## src/sv/pfd_pkg.sv

```systemverilog
// ----------------------------------------------------------------------------
// pfd_pkg
// types, codes and level conversion shared by the ppm frame decoder
// ----------------------------------------------------------------------------
package pfd_pkg;

    localparam int NUM_CHANNELS_DEF = 8;
    localparam int QUEUE_DEPTH_DEF  = 2;

    // configuration register indexes
    localparam logic [1:0] CFG_SYNC_MIN  = 2'd0;
    localparam logic [1:0] CFG_SYNC_MAX  = 2'd1;
    localparam logic [1:0] CFG_PULSE_MIN = 2'd2;
    localparam logic [1:0] CFG_PULSE_MAX = 2'd3;

    localparam logic [15:0] SYNC_MIN_RST  = 16'd4000;
    localparam logic [15:0] SYNC_MAX_RST  = 16'd22500;
    localparam logic [15:0] PULSE_MIN_RST = 16'd800;
    localparam logic [15:0] PULSE_MAX_RST = 16'd2200;

    // event codes
    localparam logic [1:0] EV_SYNC    = 2'd0;
    localparam logic [1:0] EV_CHANNEL = 2'd1;
    localparam logic [1:0] EV_REJECT  = 2'd2;

    // level = (width - 800) / 44, saturated at 31
    localparam logic [15:0] LEVEL_OFFSET   = 16'd800;
    localparam int          LEVEL_STEP     = 44;
    localparam int          LEVEL_MAX      = 31;
    localparam logic [15:0] LEVEL_SAT_SPAN = 16'(LEVEL_STEP * (LEVEL_MAX + 1));
    localparam int          LEVEL_SHIFT    = 16;
    // ceil(2^16 / 44), exact for spans below 2730
    localparam logic [10:0] LEVEL_RECIP    =
        11'(((1 << LEVEL_SHIFT) + LEVEL_STEP - 1) / LEVEL_STEP);

    typedef struct packed {
        logic [1:0]  kind;
        logic [2:0]  idx;
        logic [15:0] len;
        logic [15:0] frame;
    } pfd_entry_t;

    function automatic logic [4:0] level_of(input logic [15:0] width);
        logic [15:0] span;
        logic [21:0] prod;
        span = width - LEVEL_OFFSET;
        prod = 22'(span[10:0]) * 22'(LEVEL_RECIP);
        if (width < LEVEL_OFFSET)
            return 5'd0;
        else if (span >= LEVEL_SAT_SPAN)
            return 5'(LEVEL_MAX);
        else
            return prod[20:16];
    endfunction

endpackage

```

## src/sv/pfd_front.sv

```systemverilog
// ----------------------------------------------------------------------------
// pfd_front
// pulse measurement, classification and frame state
// ----------------------------------------------------------------------------
module pfd_front
    import pfd_pkg::*;
#(
    parameter int NUM_CHANNELS = NUM_CHANNELS_DEF
)
(
    input  logic        clk,
    input  logic        rst_n,
    input  logic        in_valid,
    input  logic        in_stall,
    input  logic [15:0] capture_time,
    input  logic        cfg_valid,
    input  logic [1:0]  cfg_index,
    input  logic [15:0] cfg_data,
    output logic        push,
    output pfd_entry_t  push_entry
);

    localparam int CW = $clog2(NUM_CHANNELS + 1);

    logic [15:0]   sync_min_reg;
    logic [15:0]   sync_max_reg;
    logic [15:0]   pulse_min_reg;
    logic [15:0]   pulse_max_reg;
    logic [15:0]   last_capture_reg;
    logic [15:0]   sync_capture_reg;
    logic          sync_valid_reg;
    logic [CW-1:0] chan_cnt_reg;

    logic [15:0] len;
    logic        is_sync;
    logic        is_chan;

    assign push = in_valid && !in_stall;
    assign len  = capture_time - last_capture_reg;

    assign is_sync = (len > sync_min_reg) && (len < sync_max_reg);
    assign is_chan = sync_valid_reg && (len > pulse_min_reg) && (len < pulse_max_reg)
                     && (chan_cnt_reg < CW'(NUM_CHANNELS));

    always_comb
    begin
        push_entry.len   = len;
        push_entry.idx   = 3'd0;
        push_entry.frame = 16'd0;
        if (is_sync)
        begin
            push_entry.kind  = EV_SYNC;
            push_entry.frame = capture_time - sync_capture_reg;
        end
        else if (is_chan)
        begin
            push_entry.kind = EV_CHANNEL;
            push_entry.idx  = 3'(chan_cnt_reg);
        end
        else
        begin
            push_entry.kind = EV_REJECT;
        end
    end

    always_ff @(posedge clk or negedge rst_n)
    begin
        if (!rst_n)
        begin
            sync_min_reg     <= SYNC_MIN_RST;
            sync_max_reg     <= SYNC_MAX_RST;
            pulse_min_reg    <= PULSE_MIN_RST;
            pulse_max_reg    <= PULSE_MAX_RST;
            last_capture_reg <= '0;
            sync_capture_reg <= '0;
            sync_valid_reg   <= 1'b0;
            chan_cnt_reg     <= '0;
        end
        else
        begin
            if (cfg_valid)
            begin
                case (cfg_index)
                    CFG_SYNC_MIN:  sync_min_reg  <= cfg_data;
                    CFG_SYNC_MAX:  sync_max_reg  <= cfg_data;
                    CFG_PULSE_MIN: pulse_min_reg <= cfg_data;
                    CFG_PULSE_MAX: pulse_max_reg <= cfg_data;
                    default: ;
                endcase
            end
            if (push)
            begin
                last_capture_reg <= capture_time;
                if (is_sync)
                begin
                    sync_capture_reg <= capture_time;
                    sync_valid_reg   <= 1'b1;
                    chan_cnt_reg     <= '0;
                end
                else if (is_chan)
                begin
                    chan_cnt_reg <= chan_cnt_reg + 1'b1;
                end
                else
                begin
                    sync_valid_reg <= 1'b0;
                end
            end
        end
    end

endmodule

```

## src/sv/pfd_queue.sv

```systemverilog
// ----------------------------------------------------------------------------
// pfd_queue
// short fifo of classified events between front and back
// ----------------------------------------------------------------------------
module pfd_queue
    import pfd_pkg::*;
#(
    parameter int DEPTH = QUEUE_DEPTH_DEF
)
(
    input  logic       clk,
    input  logic       rst_n,
    input  logic       push,
    input  pfd_entry_t push_entry,
    input  logic       pop,
    output pfd_entry_t head,
    output logic       empty,
    output logic       full
);

    localparam int PW = (DEPTH > 1) ? $clog2(DEPTH) : 1;
    localparam int CW = $clog2(DEPTH + 1);

    pfd_entry_t    slots_reg [DEPTH];
    logic [PW-1:0] wr_ptr_reg;
    logic [PW-1:0] rd_ptr_reg;
    logic [CW-1:0] count_reg;

    assign empty = (count_reg == '0);
    assign full  = (count_reg == CW'(DEPTH));
    assign head  = slots_reg[rd_ptr_reg];

    always_ff @(posedge clk)
    begin
        if (push)
            slots_reg[wr_ptr_reg] <= push_entry;
    end

    always_ff @(posedge clk or negedge rst_n)
    begin
        if (!rst_n)
        begin
            wr_ptr_reg <= '0;
            rd_ptr_reg <= '0;
            count_reg  <= '0;
        end
        else
        begin
            if (push)
                wr_ptr_reg <= (wr_ptr_reg == PW'(DEPTH - 1)) ? '0 : wr_ptr_reg + 1'b1;
            if (pop)
                rd_ptr_reg <= (rd_ptr_reg == PW'(DEPTH - 1)) ? '0 : rd_ptr_reg + 1'b1;
            if (push && !pop)
                count_reg <= count_reg + 1'b1;
            else if (pop && !push)
                count_reg <= count_reg - 1'b1;
        end
    end

endmodule

```

## src/sv/pfd_back.sv

```systemverilog
// ----------------------------------------------------------------------------
// pfd_back
// level conversion and registered result output
// ----------------------------------------------------------------------------
module pfd_back
    import pfd_pkg::*;
(
    input  logic        clk,
    input  logic        rst_n,
    input  pfd_entry_t  head,
    input  logic        empty,
    output logic        pop,
    input  logic        out_stall,
    output logic        out_valid,
    output logic [1:0]  event_kind,
    output logic [2:0]  channel_index,
    output logic [15:0] pulse_width,
    output logic [4:0]  level_code,
    output logic [15:0] frame_length
);

    logic        out_valid_reg;
    logic [4:0]  level_next;

    assign pop       = !empty && (!out_valid_reg || !out_stall);
    assign out_valid = out_valid_reg;
    assign level_next = (head.kind == EV_CHANNEL) ? level_of(head.len) : 5'd0;

    always_ff @(posedge clk or negedge rst_n)
    begin
        if (!rst_n)
            out_valid_reg <= 1'b0;
        else if (pop)
            out_valid_reg <= 1'b1;
        else if (!out_stall)
            out_valid_reg <= 1'b0;
    end

    always_ff @(posedge clk)
    begin
        if (pop)
        begin
            event_kind    <= head.kind;
            channel_index <= head.idx;
            pulse_width   <= head.len;
            level_code    <= level_next;
            frame_length  <= head.frame;
        end
    end

endmodule

```

## src/sv/ppm_frame_decoder_unit.sv

```systemverilog
// ----------------------------------------------------------------------------
// ppm_frame_decoder_unit
// path: a capture transaction is registered in a queue slot, then in the output register
// throughput: one capture per cycle while the queue is not full, as the front classifies combinationally
// input stalls only when the queue (two entries by default) is full behind a stalled output
// reset: thresholds to defaults, sync lost, channel count and timestamps zero
// ----------------------------------------------------------------------------
module ppm_frame_decoder_unit
    import pfd_pkg::*;
#(
    parameter int NUM_CHANNELS = NUM_CHANNELS_DEF,
    parameter int QUEUE_DEPTH  = QUEUE_DEPTH_DEF
)
(
    input  logic        clk,
    input  logic        rst_n,
    // capture channel
    input  logic        in_valid,
    output logic        in_stall,
    input  logic [15:0] capture_time,
    // result channel
    output logic        out_valid,
    input  logic        out_stall,
    output logic [1:0]  event_kind,
    output logic [2:0]  channel_index,
    output logic [15:0] pulse_width,
    output logic [4:0]  level_code,
    output logic [15:0] frame_length,
    // configuration write channel
    input  logic        cfg_valid,
    output logic        cfg_ready,
    input  logic [1:0]  cfg_index,
    input  logic [15:0] cfg_data
);

    // front side: measures the pulse against the previous capture and
    // decides sync / channel / reject, updating frame state right away so
    // the next capture can follow in the very next cycle
    logic       push;
    pfd_entry_t push_entry;

    // queue status and head entry seen by the back side
    logic       pop;
    logic       q_empty;
    logic       q_full;
    pfd_entry_t q_head;

    // registers are writable at any time; the user must write only while idle, the block does not enforce it
    assign cfg_ready = 1'b1;

    // capture stalls only when the queue cannot take another transaction
    assign in_stall = q_full;

    pfd_front #(
        .NUM_CHANNELS (NUM_CHANNELS)
    ) u_front (
        .clk          (clk),
        .rst_n        (rst_n),
        .in_valid     (in_valid),
        .in_stall     (in_stall),
        .capture_time (capture_time),
        .cfg_valid    (cfg_valid && cfg_ready),
        .cfg_index    (cfg_index),
        .cfg_data     (cfg_data),
        .push         (push),
        .push_entry   (push_entry)
    );

    // decouples classification from output backpressure
    pfd_queue #(
        .DEPTH (QUEUE_DEPTH)
    ) u_queue (
        .clk        (clk),
        .rst_n      (rst_n),
        .push       (push),
        .push_entry (push_entry),
        .pop        (pop),
        .head       (q_head),
        .empty      (q_empty),
        .full       (q_full)
    );

    // back side: level conversion (reciprocal multiply) into the output register
    pfd_back u_back (
        .clk           (clk),
        .rst_n         (rst_n),
        .head          (q_head),
        .empty         (q_empty),
        .pop           (pop),
        .out_stall     (out_stall),
        .out_valid     (out_valid),
        .event_kind    (event_kind),
        .channel_index (channel_index),
        .pulse_width   (pulse_width),
        .level_code    (level_code),
        .frame_length  (frame_length)
    );

endmodule

```

## config.mk

```make
export PLATFORM = sky130hd
export DESIGN_NAME = ppm_frame_decoder_unit
export DESIGN_NICKNAME = d
export VERILOG_FILES = /design/src/sv/pfd_pkg.sv /design/src/sv/pfd_front.sv /design/src/sv/pfd_queue.sv /design/src/sv/pfd_back.sv /design/src/sv/ppm_frame_decoder_unit.sv
export SDC_FILE = /design/constraint.sdc
export NUM_CORES = 1
export LEC_CHECK = 0
export BUFFER_PORTS_ARGS = -buffer_cell sky130_fd_sc_hd__buf_4
export CORE_UTILIZATION = 45
export DETAILED_ROUTE_END_ITERATION = 6
export GPL_TIMING_DRIVEN = 1
export PLACE_DENSITY = 0.69
export SYNTH_ARGS = -nofsm -noshare
export SYNTH_HDL_FRONTEND = slang
export SYNTH_SLANG_ARGS = --single-unit
```

## constraint.sdc

```tcl
create_clock -name clk -period 8.8 [get_ports clk]
set_input_delay 1.76 -clock clk [delete_from_list [all_inputs] [get_ports clk]]
set_output_delay 1.76 -clock clk [all_outputs]
set_load 0.005 [all_outputs]
```

* Yosys cells after proc, flatten, opt, wreduce, memory -nomap -nowiden *
Memories as Yosys holds them, arrays and structs flattened.
Index checks and enable logic that the tools add are counted.

operators by class
  $add $sub $neg = 8
  multiply operators = 1
  divide/modulo/power cells = 0
  order comparisons = 7
  equal/unequal tests = 7
  shift-type cells = 0
  mux-type cells = 18
  bitwise logic cells = 1
  reduce and logical (&&, ||, !) cells = 27

operator list
  cell                    count
  $gt 16x16->1            2
  $lt 16x16->1            2
  $sub 16x16->16          2
  $mul 11x10->20 const B  1
  $ge 16x11->1 const B    1
  $lt 16x10->1 const B    1
  $mux 16                 1
  $sub 16x10->16 const B  1
  $reduce_and 2->1        7
  $logic_and 1x1->1       8
  $mux 1                  8
  $mux 2                  4
  $mux 4                  2
  $eq 2x2->1 const B      3
  $logic_not 1->1         6
  $mux 3                  2
  $mux 5                  1
  $add 4x1->4 const B     1
  $eq 2x1->1 const B      2
  $logic_not 2->1         2
  $lt 4x4->1 const B      1
  $ne 2x1->1 const B      2
  $reduce_bool 2->1       2
  $add 1x1->1 const B     2
  5 further kinds         5

word-level totals
  flip-flop bits (word level) = 148
  latch bits = 0
  bits in writable memories = 74
  ROM bits = 0
  bits of input ports = 39
  output and inout bits = 45
  logic and storage cells = 87
  memories = 1

memories
  name               words  width  rd ports  clocked after Yosys merged registers in  write ports  line             source
  u_queue.slots_reg  2      37     1         0                                        1            pfd_queue.sv:24  pfd_entry_t slots_reg [DEPTH];

* Logic depth before layout (Yosys ltp) *
Gate-level depths: netlist of the first run.

  depth in word-level cells = 7
  depth in mapped cells = 22
  gate-level depth less buffers = 19

* By module *
Synthesis of the first run repeated with hierarchy kept, for this count alone.

unflattened totals
  cell total of the unflattened synthesis = 1124
  area, all modules = 13315.3 µm²

by module, submodules not included
  module                  times used  cells each  area an instance (µm²)  sequential area each (µm²)
  pfd_front               1           709         6842.8                  2555.0
  pfd_back                1           282         3522.1                  1286.2
  pfd_queue               1           131         2939.1                  2322.2
  ppm_frame_decoder_unit  1           2           11.3                    0.0

* Worst setup path after synthesis of the first run *
Ideal clock, no wire load.

  path type = register to register
  start = register u_queue.rd_ptr_reg
  end = register u_back.level_code[3] (data pin)
  setup time = 0.276 ns
  data arrival time = 5.796 ns
  required time = 8.524 ns
  setup slack = 2.729 ns
  stages on the path, launching flop included = 23
  buffers on the path = 3
  clock period less this slack = 6.071 ns
  cells stage by stage = dfrtp_1 -> buf_6 -> clkbuf_1 -> clkbuf_1 -> mux2i_1 -> inv_1 -> ha_1 -> inv_1 -> fa_1 -> inv_1 -> fa_1 -> fa_1 -> inv_1 -> fa_1 -> inv_1 -> ha_1 -> a211o_1 -> or3_1 -> or3_1 -> a211oi_1 -> o21bai_1 -> xnor2_1 -> a21oi_1

RTL lines
  what                    line             source
  start, declared         pfd_queue.sv:26  logic [PW-1:0] rd_ptr_reg;
  start signal, assigned  pfd_queue.sv:52  rd_ptr_reg <= (rd_ptr_reg == PW'(DEPTH - 1)) ? '0 : rd_ptr_reg + 1'b1;
  end signal, assigned    pfd_back.sv:46   level_code <= level_next;
  end, declared           pfd_back.sv:18   output logic [4:0] level_code,

* Worst setup path after layout of the first run *
  start = register u_queue.rd_ptr_reg
  end = register u_back.level_code[3] (data pin)

between the ends
  cells in the longest elaborated chain, start to end = 4
  elaborated cells between the ends (all ways) = 9
  those cells by class = 1 x add/sub; 1 x mul; 2 x order compare; 1 x eq/ne; 1 x mux; 1 x bitwise; 1 x reduce/logical; 1 x memory

RTL lines
  what                                          line                           source
  $mem_v2 2x37 (*)                              --
  $sub 16x10->16 or $eq 2x1->1 (tied branches)  pfd_pkg.sv:46, pfd_back.sv:27
  $mul 11x10->20, or another cell as far along  pfd_pkg.sv:47                  prod = 22'(span[10:0]) * 22'(LEVEL_RECIP);
  $mux 5 or $reduce_or 2->1 (tied branches)     --

Every way passes the cells marked *; elsewhere a longest branch is shown, timed or not.
A chain may end at the register's enable or synchronous reset.

==> impl_summary.md, run 1 <==
Routing
For this block, the initial DRC count from the detailed router was between 400 and 500. Once detail routing completed, the nets flagged for antenna violations numbered 0. The detail-routed net length per standard cell is 16.9 um.

The total detailed-routing wirelength is between 20 and 30 mm. The first TritonRoute pass finished after 7 iterations. In the routed design, unresolved DRC markers number 2. In the routed layout, each cell is associated on average with a via count of around 5.2. The via count of the routed design is 8476.

CTS
The clock insertion delay at the later pin of the skew report is between 0.5 and 0.6 ns. The maximum clock path buffer count is 3. The cell chosen for the clock root is clkbuf_16. TritonCTS built the clock tree. Gates resized during post-CTS repair numbered 0. Hold repair after CTS inserted 0 buffers.

Buffers added to address setup during post-CTS repair amount to 0. The number of clock sinks is 222. CTS built an H-tree with a depth of 1. The number of buffers created by CTS is 25. The clock transition at the register clock pins on the worst setup and hold paths after CTS is around 0.060 ns.

Timing
In this run the tightest slew margin relative to its limit is 24.5%. The highest attainable clock frequency is 161 MHz. Setup repair after global routing left no endpoint under its margin. The worst clock skew on the final layout is 0.00785 ns. For the pin with the worst max-slew slack, the measured transition is 1.13 ns. For the final routed database, the setup TNS stands at 0 ns. The hold violation total from the final report is 0. After layout, the worst path uses 70.6% of the clock period. The count of final max-slew check failures is 0. Setup violations remaining at the end of the flow were counted as 0. The final critical-path required period is 6.21 ns.

Layout
The layout cell share with drive strength beyond 1 is 21.3%. The combined flip-flop and latch cell area is between 6000 and 7000 um^2. The net count of the finished layout is 1444. The number of filler instances in the final layout is 2528. The repair_antennas step left the layout with diodes totalling 0. Compared with the post-synthesis result, the final layout area differs by 14.9%. The multi-input combinational cells in the finished layout cover a total of 6340 um^2.

The flip-flop count of the largest register after layout is 74.

Setup path
The number of cells traversed by the worst register-to-register path is 16. The critical path class is reg -> reg. The endpoint identified for the worst register-to-register timing path is u_back.level_code[3].

At the worst endpoint, the required time is 9.05 ns. STA classifies the critical path endpoint as a flip-flop. Of all nets on the critical path, the largest fanout is 9. Data on the critical path arrives at its endpoint at 6.46 ns. In this run the register-to-register setup slack is 2.59 ns. In this run the critical register-to-register path is launched from u_queue.rd_ptr_reg. STA classifies the critical path startpoint as a flip-flop.

Synthesis
Counting every net in the synthesized netlist gives about 1.3k. Synthesis handed over a netlist of 1120 instances. Sequential cells were found to cover 46.9% of the synthesized design area.

The count of synthesis-stage warnings from yosys is 0. The fraction of registers with async set/reset is 47.7%. The number of synthesized flops with an enable pin is 116.

In the synthesized netlist the dominant register cell turns out to be edfxtp_1. The number of flip-flops and latches in the synthesized netlist is 222. The synthesized netlist occupies a cell area of 13100 um^2. The average cell area after synthesis is 11.7 um^2. The post-synthesis cell type count is between 60 and 70.

Die
The region available for standard cell placement spans 28700 um^2. The number of placement rows is 62. The boundary pin count is 84. The initial utilization of the core area, before any placement, comes to 45.8%. The area of the die is approximately 30000 um^2. The die is around 170 um tall. Measured along the x axis, the die boundary spans 173 um.

Worst hold path
The worst hold path terminates at u_front.last_capture_reg[15]. In this run the worst hold path is classified as reg -> reg. The startpoint identified for the worst hold timing path is u_front.last_capture_reg[15]. The hold path depth is 2.

Place
The placer's final routability congestion estimate is 0.875. The HPWL after detailed placement is between 20 and 25 mm. The count of buffers added on input and output ports is ~80.

Global route
In the global route stage, overall resource usage came out at between 10% and 20%. After global routing the overflow that remains totals 0. The via count of the first global-routing pass is 8518. The number of antenna violations at the first check in global routing was 0. The first global-routing pass estimated 45.1 mm of wire.

Entering global routing, the biggest net connects 61 pins.

Run status
The flow ran to the end, but the final reports show violations. The final reports fail on design-rule violations.

Flow run
Across the run, the number of max-cap violations was 0.
-- cells in the mapped netlist (6+ instances only) --
cell type	number	share of area, %
ha_1	161	15
inv_1	152	4.3
edfxtp_1	116	27
mux2_2	90	7.7
dfrtp_1	84	16
nand2_1	60	1.7
nor2_1	52	1.5
o21ai_0	49	1.9
a21oi_1	44	1.7
xnor2_1	33	2.2
fa_1	28	4.3
dfstp_2	22	4.4
a21o_1	17	0.97
nor3_1	17	0.65
nand4_1	15	0.71
clkbuf_1	14	0.40
xor2_1	14	0.93
nand3_1	12	0.46
o21a_1	12	0.69
mux2i_1	10	0.76
nor2b_1	10	0.48
o211ai_1	10	0.57
a31oi_1	8	0.38
a211oi_1	7	0.40
and3_1	7	0.33
or2_2	6	0.29
or3_1	6	0.29
-- kinds of logic after synthesis --
family	Yosys count	synth area share (%)
AOI/OAI and AO/OA	179	8.71
muxes	103	8.80
DFF	222	46.9
adders and majority gates	189	19.6
buffers and inverters	171	4.98
other	1	0.0286
and+or+nand+nor	207	7.69
xor gates and xnor gates	48	3.26
-- metrics by stage --
stage,hold WS [ns],std cells,util (%),setup WS (ns),instance area (um^2)
after detailed placement,0.485,1573,49.5,2.51,14200
after CTS,0.499,1619,52.6,2.57,15100
after global routing,0.512,1619,52.6,2.24,15100
after floorplan,0.454,1120,-,2.73,13100
after global placement,0.479,1573,49.5,2.64,14200
final,0.497,1619,52.6,2.59,15100
-- cell type report --
class                   instances  share of cell area, %
well taps                     384                   3.18
repair buffers                 87                   4.33
clock buffers                  29                   4.51
multi-input cells             727                   42.0
flip-flops and latches        222                   40.8
clock inverters                17                   1.38
inverters                     153                   3.80
-- how the worst max path moves through the flow --
stage                             startpoint                       end  slack (ns)  depth (start not counted)
after floorplan           u_queue.rd_ptr_reg      u_back.level_code[3]        2.73                         22
after global placement       capture_time[0]  u_queue.slots_reg[0][33]        2.64                         19
after detailed placement     capture_time[0]  u_queue.slots_reg[0][33]        2.51                         19
after CTS                 u_queue.rd_ptr_reg      u_back.level_code[3]        2.57                         16
after global routing      u_queue.rd_ptr_reg      u_back.level_code[4]        2.24                         20
final                     u_queue.rd_ptr_reg      u_back.level_code[3]        2.59                         16
-- placed cells by master (no fill, tap or decap), drive strengths merged, types with 3 or more instances in the layout --
cell	instances
nor2	52
o211a	3
nor2b	10
o31ai	3
a31oi	8
nand2	60
and2	4
o21a	12
xnor2	34
dfstp	22
inv	159
a211o	5
o21bai	3
dfrtp	84
o211ai	10
o21ai	50
o31a	3
fa	28
nand2b	4
clkbuf	29
ha	161
nor3	17
a211oi	7
and3	8
a21oi	45
xor2	14
or2	6
mux2i	12
edfxtp	116
mux2	91
or3	7
clkinv	7
nand3	14
buf	87
bufinv	4
a21o	17
nand4	15
nand3b	4
-- routing by layer --
| metal | up-vias | GRT usage [%] | wire length, um |
|---|---|---|---|
| li1 | 4149 | - | - |
| met1 | 4144 | 26.0 | 13000 |
| met2 | 152 | 31.4 | 12800 |
| met3 | 31 | 2.51 | 1150 |
| met4 | 0 | 3.87 | 398 |
| met5 | - | 0 | 0 |
-- critical path, stage by stage, from the launching register on --
cell	delay (ns)
dfrtp_1	0.63
mux2i_2	0.61
ha_1	0.28
xnor2_1	0.33
ha_1	0.36
fa_1	0.46
fa_1	0.52
fa_1	0.49
ha_1	0.31
ha_1	0.31
a211o_1	0.34
or3_1	0.30
or3_1	0.33
a211oi_1	0.33
o21bai_1	0.12
xnor2_1	0.14
a21oi_1	0.08
Power of run 1 is left out: the tool's default activity adds up to more than one toggle a clock period on the data nets, which glitch-free logic cannot reach.
==> inputs of run 2 (changes only) <==
- clock period: 8.8 -> 5.93 ns (I/O delays scaled with it)
==> impl_summary.md, run 2 (synthesis gave the netlist of run 1 again) <==
Die
The number of placement rows is 62. The floorplan step defined a core boundary enclosing about 29000 um^2. The area of the die is around 30000 um^2. Once the floorplan was initialized, standard cells occupied between 40 and 50% of the core. The floorplan step set the die height to 173 um. The floorplan die width is 173 um. The boundary pin count is 84.

Layout
The net count of the finished layout is 1463. The top cell types in the final layout, fill and taps aside, are 161 x ha_1, 152 x inv_1, 116 x edfxtp_1, 107 x buf_4, 90 x mux2_2. The commonest non-fill, non-tap cell in the layout is ha_1. Cells with a size suffix above 1 make up 22.3% of the layout.

From synthesis to final layout, the design area changed by 15.4%. The flip-flop count of the largest register after layout is 74. The number of antenna diodes is 0.

Run status
The run finished with clean final reports.

CTS
The clock insertion delay at the later pin of the skew report is 0.52 ns. The number of clock sinks is between 200 and 250. TritonCTS built the clock tree. Counting the buffers created by CTS gives 24. After clock tree synthesis, the flow added hold-fix buffers numbering 0. Once the clock tree was built, the resizer swapped 0 gates to a different size.

Clock-pin slew was measured on the worst setup and hold paths at 0.06 ns. The longest clock path from root to sink contains 3 buffers. The H-tree depth is 1. Once the clock tree was built, the setup fixing pass inserted 0 buffers. CTS placed an instance of clkbuf_16 at the clock tree root.

Setup path
The buffers plus inverters on the worst setup path is 1. The signal on the critical path passes through mux2i_2 > ha_1 > inv_1 > ha_1 > fa_1 > fa_1 > fa_1 > ha_1 > ha_1 > a211o_1 > or3_1 > or3_1 > a211oi_2 > o21bai_1 > xnor2_1 > a21oi_1. On the worst path, the slowest cell contributes a delay of 0.53 ns. The worst-path maximum fanout is 7. The worst setup path is captured at a flip-flop. The worst setup path is launched from a flip-flop. The number of cells traversed by the worst register-to-register path is 16. The critical path required time is 6.17 ns. The cell family contributing the most delay on the critical path is adder cells. The critical path class is reg -> reg.

The logic depth of the worst setup path including buffers is 16. The signal arrival time at the worst endpoint is 5.81 ns. For this design, the slowest cell found on the critical path is fa_1.

In this design, the critical path's most frequently occurring cell is ha_1.

Timing
The worst-case setup margin in the final layout is 0.362 ns. For the final database, setup skew stands at 0.0102 ns. Static timing analysis puts the maximum clock frequency at around 180 MHz. Setup repair after global routing left no endpoint under its margin.

At the pin with the least slew margin, the transition time is 1.12 ns. For the final routed database, the setup TNS stands at 0 ns. The final critical-path required period is approximately 5.6 ns. The hold violation total from the final report is 0. The count of final max-slew check failures came to 0. In this run the tightest slew margin relative to its limit is 25.3%. In the finished design, the share of the clock period the worst path needs comes to 93.9%. The final-report setup violation count is 0.

Routing
The detail route stage leaves a number of antenna-violating nets equal to 0. The via count of the routed design is 8522. For this run, design rule violations remaining after detail routing come to 0. For this block, the initial DRC count from the detailed router was 401. The first-pass iteration count of the detailed router is 4. The detail-routed net length per standard cell is ~17 um. The total detailed-routing wirelength is 27.3 mm. In the routed layout, each cell is associated on average with a via count of 5.21.

Flow run
Max-cap violations in this run came to 0.

Worst hold path
The worst hold-check path type is reg -> reg. The hold path depth is 1.

Place
The worst setup slack after placement is 0.169 ns. The count of buffers added on input and output ports is 82. At the end of routability-driven placement, the weighted congestion stood at 0.878. The HPWL after detailed placement is 20.6 mm.

Global route
Entering global routing, the biggest net connects 65 pins. The first global-routing pass estimated ~45 mm of wire. The via count of the first global-routing pass was 8638. The total overflow left after global routing is 0.

The number of antenna violations at the first check in global routing is 0. The global-route total usage across every layer is a little under a fifth.
==> run 2: changes by cell type in the layout (fill, tap and decap cells not counted), moves of 2 or more <==
cell	delta
clkinv_1	+2
buf_4	+20
clkbuf_1	+2
inv_6	-4
clkbuf_8	-2
bufinv_16	-2
clkinv_4	+3
==> run 2: layout make-up <==
| class | count | area, um^2 |
|---|---|---|
| clock buffer | 28 | 636 |
| timing repair buffer | 107 | 803 |
| multi-input combinational | 727 | 6340 |
| clock inverter | 16 | 153 |
| fill | 2494 | 13600 |
| sequential | 222 | 6160 |
| tap | 384 | 480 |
| inverter | 153 | 574 |
==> run 2: worst paths after layout <==
check / from / endpoint / slack [ns]
max in group asynchronous: rst_n / u_front.sync_min_reg[11] / 4.04
min in group asynchronous: rst_n / u_front.sync_capture_reg[13] / 0.79
worst max register to register: u_queue.rd_ptr_reg / u_back.level_code[3] / 0.36
worst max-delay path: u_queue.rd_ptr_reg / u_back.level_code[3] / 0.36
worst min register to register: u_front.pulse_max_reg[0] / u_front.pulse_max_reg[0] / 0.50
worst min-delay path: u_front.pulse_max_reg[0] / u_front.pulse_max_reg[0] / 0.50
==> run 2: stage by stage <==
stage               utilization, %  instance area, um^2  std cells  hold slack (ns)
global route                  52.8                15200       1637            0.514
finish                        52.8                15200       1637            0.503
floorplan                        -                13100       1120            0.454
CTS                           52.8                15100       1637            0.504
global placement              50.0                14400       1593            0.470
detailed placement            50.0                14400       1593            0.489
==> run 2: metal layers <==
| layer | wire length, um | share of wire [%] | global-route usage (%) |
|---|---|---|---|
| met5 | 0 | 0 | 0 |
| met2 | 12900 | 47 | 31.4 |
| met3 | 1220 | 4.5 | 2.73 |
| met4 | 379 | 1.4 | 3.69 |
| met1 | 12800 | 47 | 25.5 |
Power of run 2 is left out for the same reason.
==> inputs of run 3 (changes only) <==
- HOLD_SLACK_MARGIN: not set -> 0.12
- clock period: 5.93 -> 6.4 ns (I/O delays scaled with it)
==> impl_summary.md, run 3 (synthesis gave the netlist of run 1 again) <==
Layout
The repair_antennas step left the layout with diodes totalling 0. The net count of the finished layout is 1456. Cells with a size suffix above 1 make up 21.4% of the layout. The register with the most flip-flops in the layout has 74 of them. Relative to the synthesized area, the layout overhead comes to 14.8%.

The finished layout holds 1630 standard cells, fillers aside. The number of filler instances in the final layout is 2473. In the layout the commonest cells are 161 x ha_1, 152 x inv_1, 116 x edfxtp_1, 100 x buf_4, 90 x mux2_2. The commonest non-fill, non-tap cell in the layout is ha_1.

Die
The boundary pin count is 84. The die is 173 um tall. The core region is 28700 um^2. The initialized floorplan defines 62 standard-cell rows. Measured along the x axis, the die boundary spans 173 um. Once the floorplan was initialized, standard cells occupied 45.8% of the core. The die covers 29900 um^2.

Setup path
The signal arrival time at the worst endpoint is 6.09 ns. The largest delay contributor family on the critical path is adder cells. The endpoint type of the worst setup path is a flip-flop. The worst setup path is launched from a flip-flop. STA puts the critical path data required time at 6.64 ns. Among all stages on the critical path, the largest delay is contributed by fa_1. Along the worst path, the maximum fanout reaches 7. The critical path runs through a total of 16 cells.

The critical path goes through buf_4 > mux2i_1 > xnor2_1 > ha_1 > fa_1 > fa_1 > fa_1 > ha_1 > ha_1 > a211o_1 > or3_1 > or3_1 > a211oi_1 > o21bai_1 > xnor2_1 > a21oi_1. The critical path class is reg -> reg. The largest stage delay on the critical path is around 0.51 ns. The buffers plus inverters on the worst setup path is 1. The number of cells traversed by the worst register-to-register path is 16.

CTS
TritonCTS built the clock tree. The number of clock sinks is 222. Clock-pin slew was measured on the worst setup and hold paths at 0.06 ns. The maximum clock path buffer count is 3. The clock insertion delay at the later pin of the skew report is 0.52 ns. The number of buffers created by CTS is 24. Buffers added to address setup during post-CTS repair amount to 0. In this run, post-CTS repair resized a total of 0 instances.

The H-tree depth is 1. In this run, post-CTS hold repair placed 0 buffers. The cell chosen for the clock root is clkbuf_16.

Global route
The via count of the first global-routing pass was 8573. Summed over all layers, the global routing overflow is 0. The pin count of the biggest net entering global routing is 68. The number of antenna violations at the first check in global routing came to 0. The first global-routing pass estimated 44.4 mm of wire. Global routing consumed, over all layers together, 18.3% of the routing resources.

Timing
For the pin with the worst max-slew slack, the measured transition is 1.10 ns. The final critical-path required period is 5.85 ns. Setup violations remaining at the end of the flow were counted as 0.

For the final database, setup skew stands at just over 0.007 ns. Setup repair after global routing left no endpoint under its margin. The worst pin sits at a relative slew slack of 26.4%. The hold violation total from the final report is 0. The count of final max-slew check failures is 0.

The summed negative setup slack over all endpoints is 0 ns. Timing would allow up to 171 MHz. The share of the cycle needed by the critical path after routing is around nine tenths.

Run status
The run finished with clean final reports.

Place
The number of buffer cells added on primary ports is 82. The congestion estimate from routability-driven global placement came to 0.837. The HPWL after detailed placement is ~20 mm. The number of placed instances, taps included, is 1586.

Flow run
Max-cap violations in this run came to 0.

Routing
The via count of the routed design is 8426. After detailed routing, the number of vias per cell comes to 5.17. For this block, the initial DRC count from the detailed router was 478. The total detailed-routing wirelength is about 26 mm. The remaining antenna violation count after routing is 0. The first-pass iteration count of the detailed router is 5. The DRC violation count after routing is 0. The detail-routed net length per standard cell is about 16 um.

Worst hold path
The hold path depth is 2. The min-delay analysis places its worst path in the category reg -> reg.
run 3: changes by cell type in the layout (fill, tap and decap cells not counted), moves of 2 or more:
cell,change
clkbuf_8,-2
clkbuf_1,+4
clkbuf_16,+2
clkinvlp_4,+2
buf_4,-7
clkinv_4,-2
run 3: stage by stage:
stage / setup slack, ns / hold slack (ns) / util [%] / area (um^2)
finish: 0.547 / 0.498 / 52.5 / 15100
global route: 0.140 / 0.518 / 52.5 / 15100
CTS: 0.525 / 0.499 / 52.5 / 15100
detailed placement: 0.464 / 0.485 / 49.8 / 14300
global placement: 0.515 / 0.474 / 49.8 / 14300
floorplan: 0.329 / 0.454 / - / 13100
run 3: worst reg2reg max path: cells and delay by family (launching register included):
| kind | cells | cell delay [ns] |
|---|---|---|
| multiplexers | 1 | 0.41 |
| buffers and inverters | 1 | 0.20 |
| AO/OA/AOI/OAI | 4 | 0.91 |
| XOR/XNOR | 2 | 0.53 |
| AND/OR/NAND/NOR | 2 | 0.66 |
| adder cells (fa/ha/maj) | 6 | 2.43 |
| flip-flops | 1 | 0.44 |
run 3: worst paths after layout:
path | from | end | slack [ns]
setup reg to reg | u_queue.rd_ptr_reg | u_back.level_code[3] | 0.55
min in group asynchronous | rst_n | u_front.sync_capture_reg[11] | 0.75
setup / recovery | u_queue.rd_ptr_reg | u_back.level_code[3] | 0.55
hold / removal | u_back.out_valid | u_back.out_valid | 0.50
hold reg to reg | u_back.out_valid | u_back.out_valid | 0.50
max in group asynchronous | rst_n | u_front.sync_min_reg[1] | 4.39
run 3: final cells by class:
class | count | area [um^2] | area share, %
clock buffers | 32 | 673 | 4.46
clock inverters | 12 | 103 | 0.680
inverters | 153 | 574 | 3.81
multi-input cells | 727 | 6340 | 42.0
flip-flops and latches | 222 | 6160 | 40.9
well taps | 384 | 480 | 3.19
repair buffers | 100 | 751 | 4.98
run 3: metal layers:
| layer | global-route usage [%] | wire [um] | vias to the layer above |
|---|---|---|---|
| met1 | 24.8 | 12500 | 4075 |
| li1 | - | - | 4172 |
| met2 | 30.9 | 12600 | 148 |
| met3 | 3.06 | 1140 | 31 |
| met5 | 0 | 0 | - |
| met4 | 3.76 | 351 | 0 |
Power of run 3 is left out for the same reason.
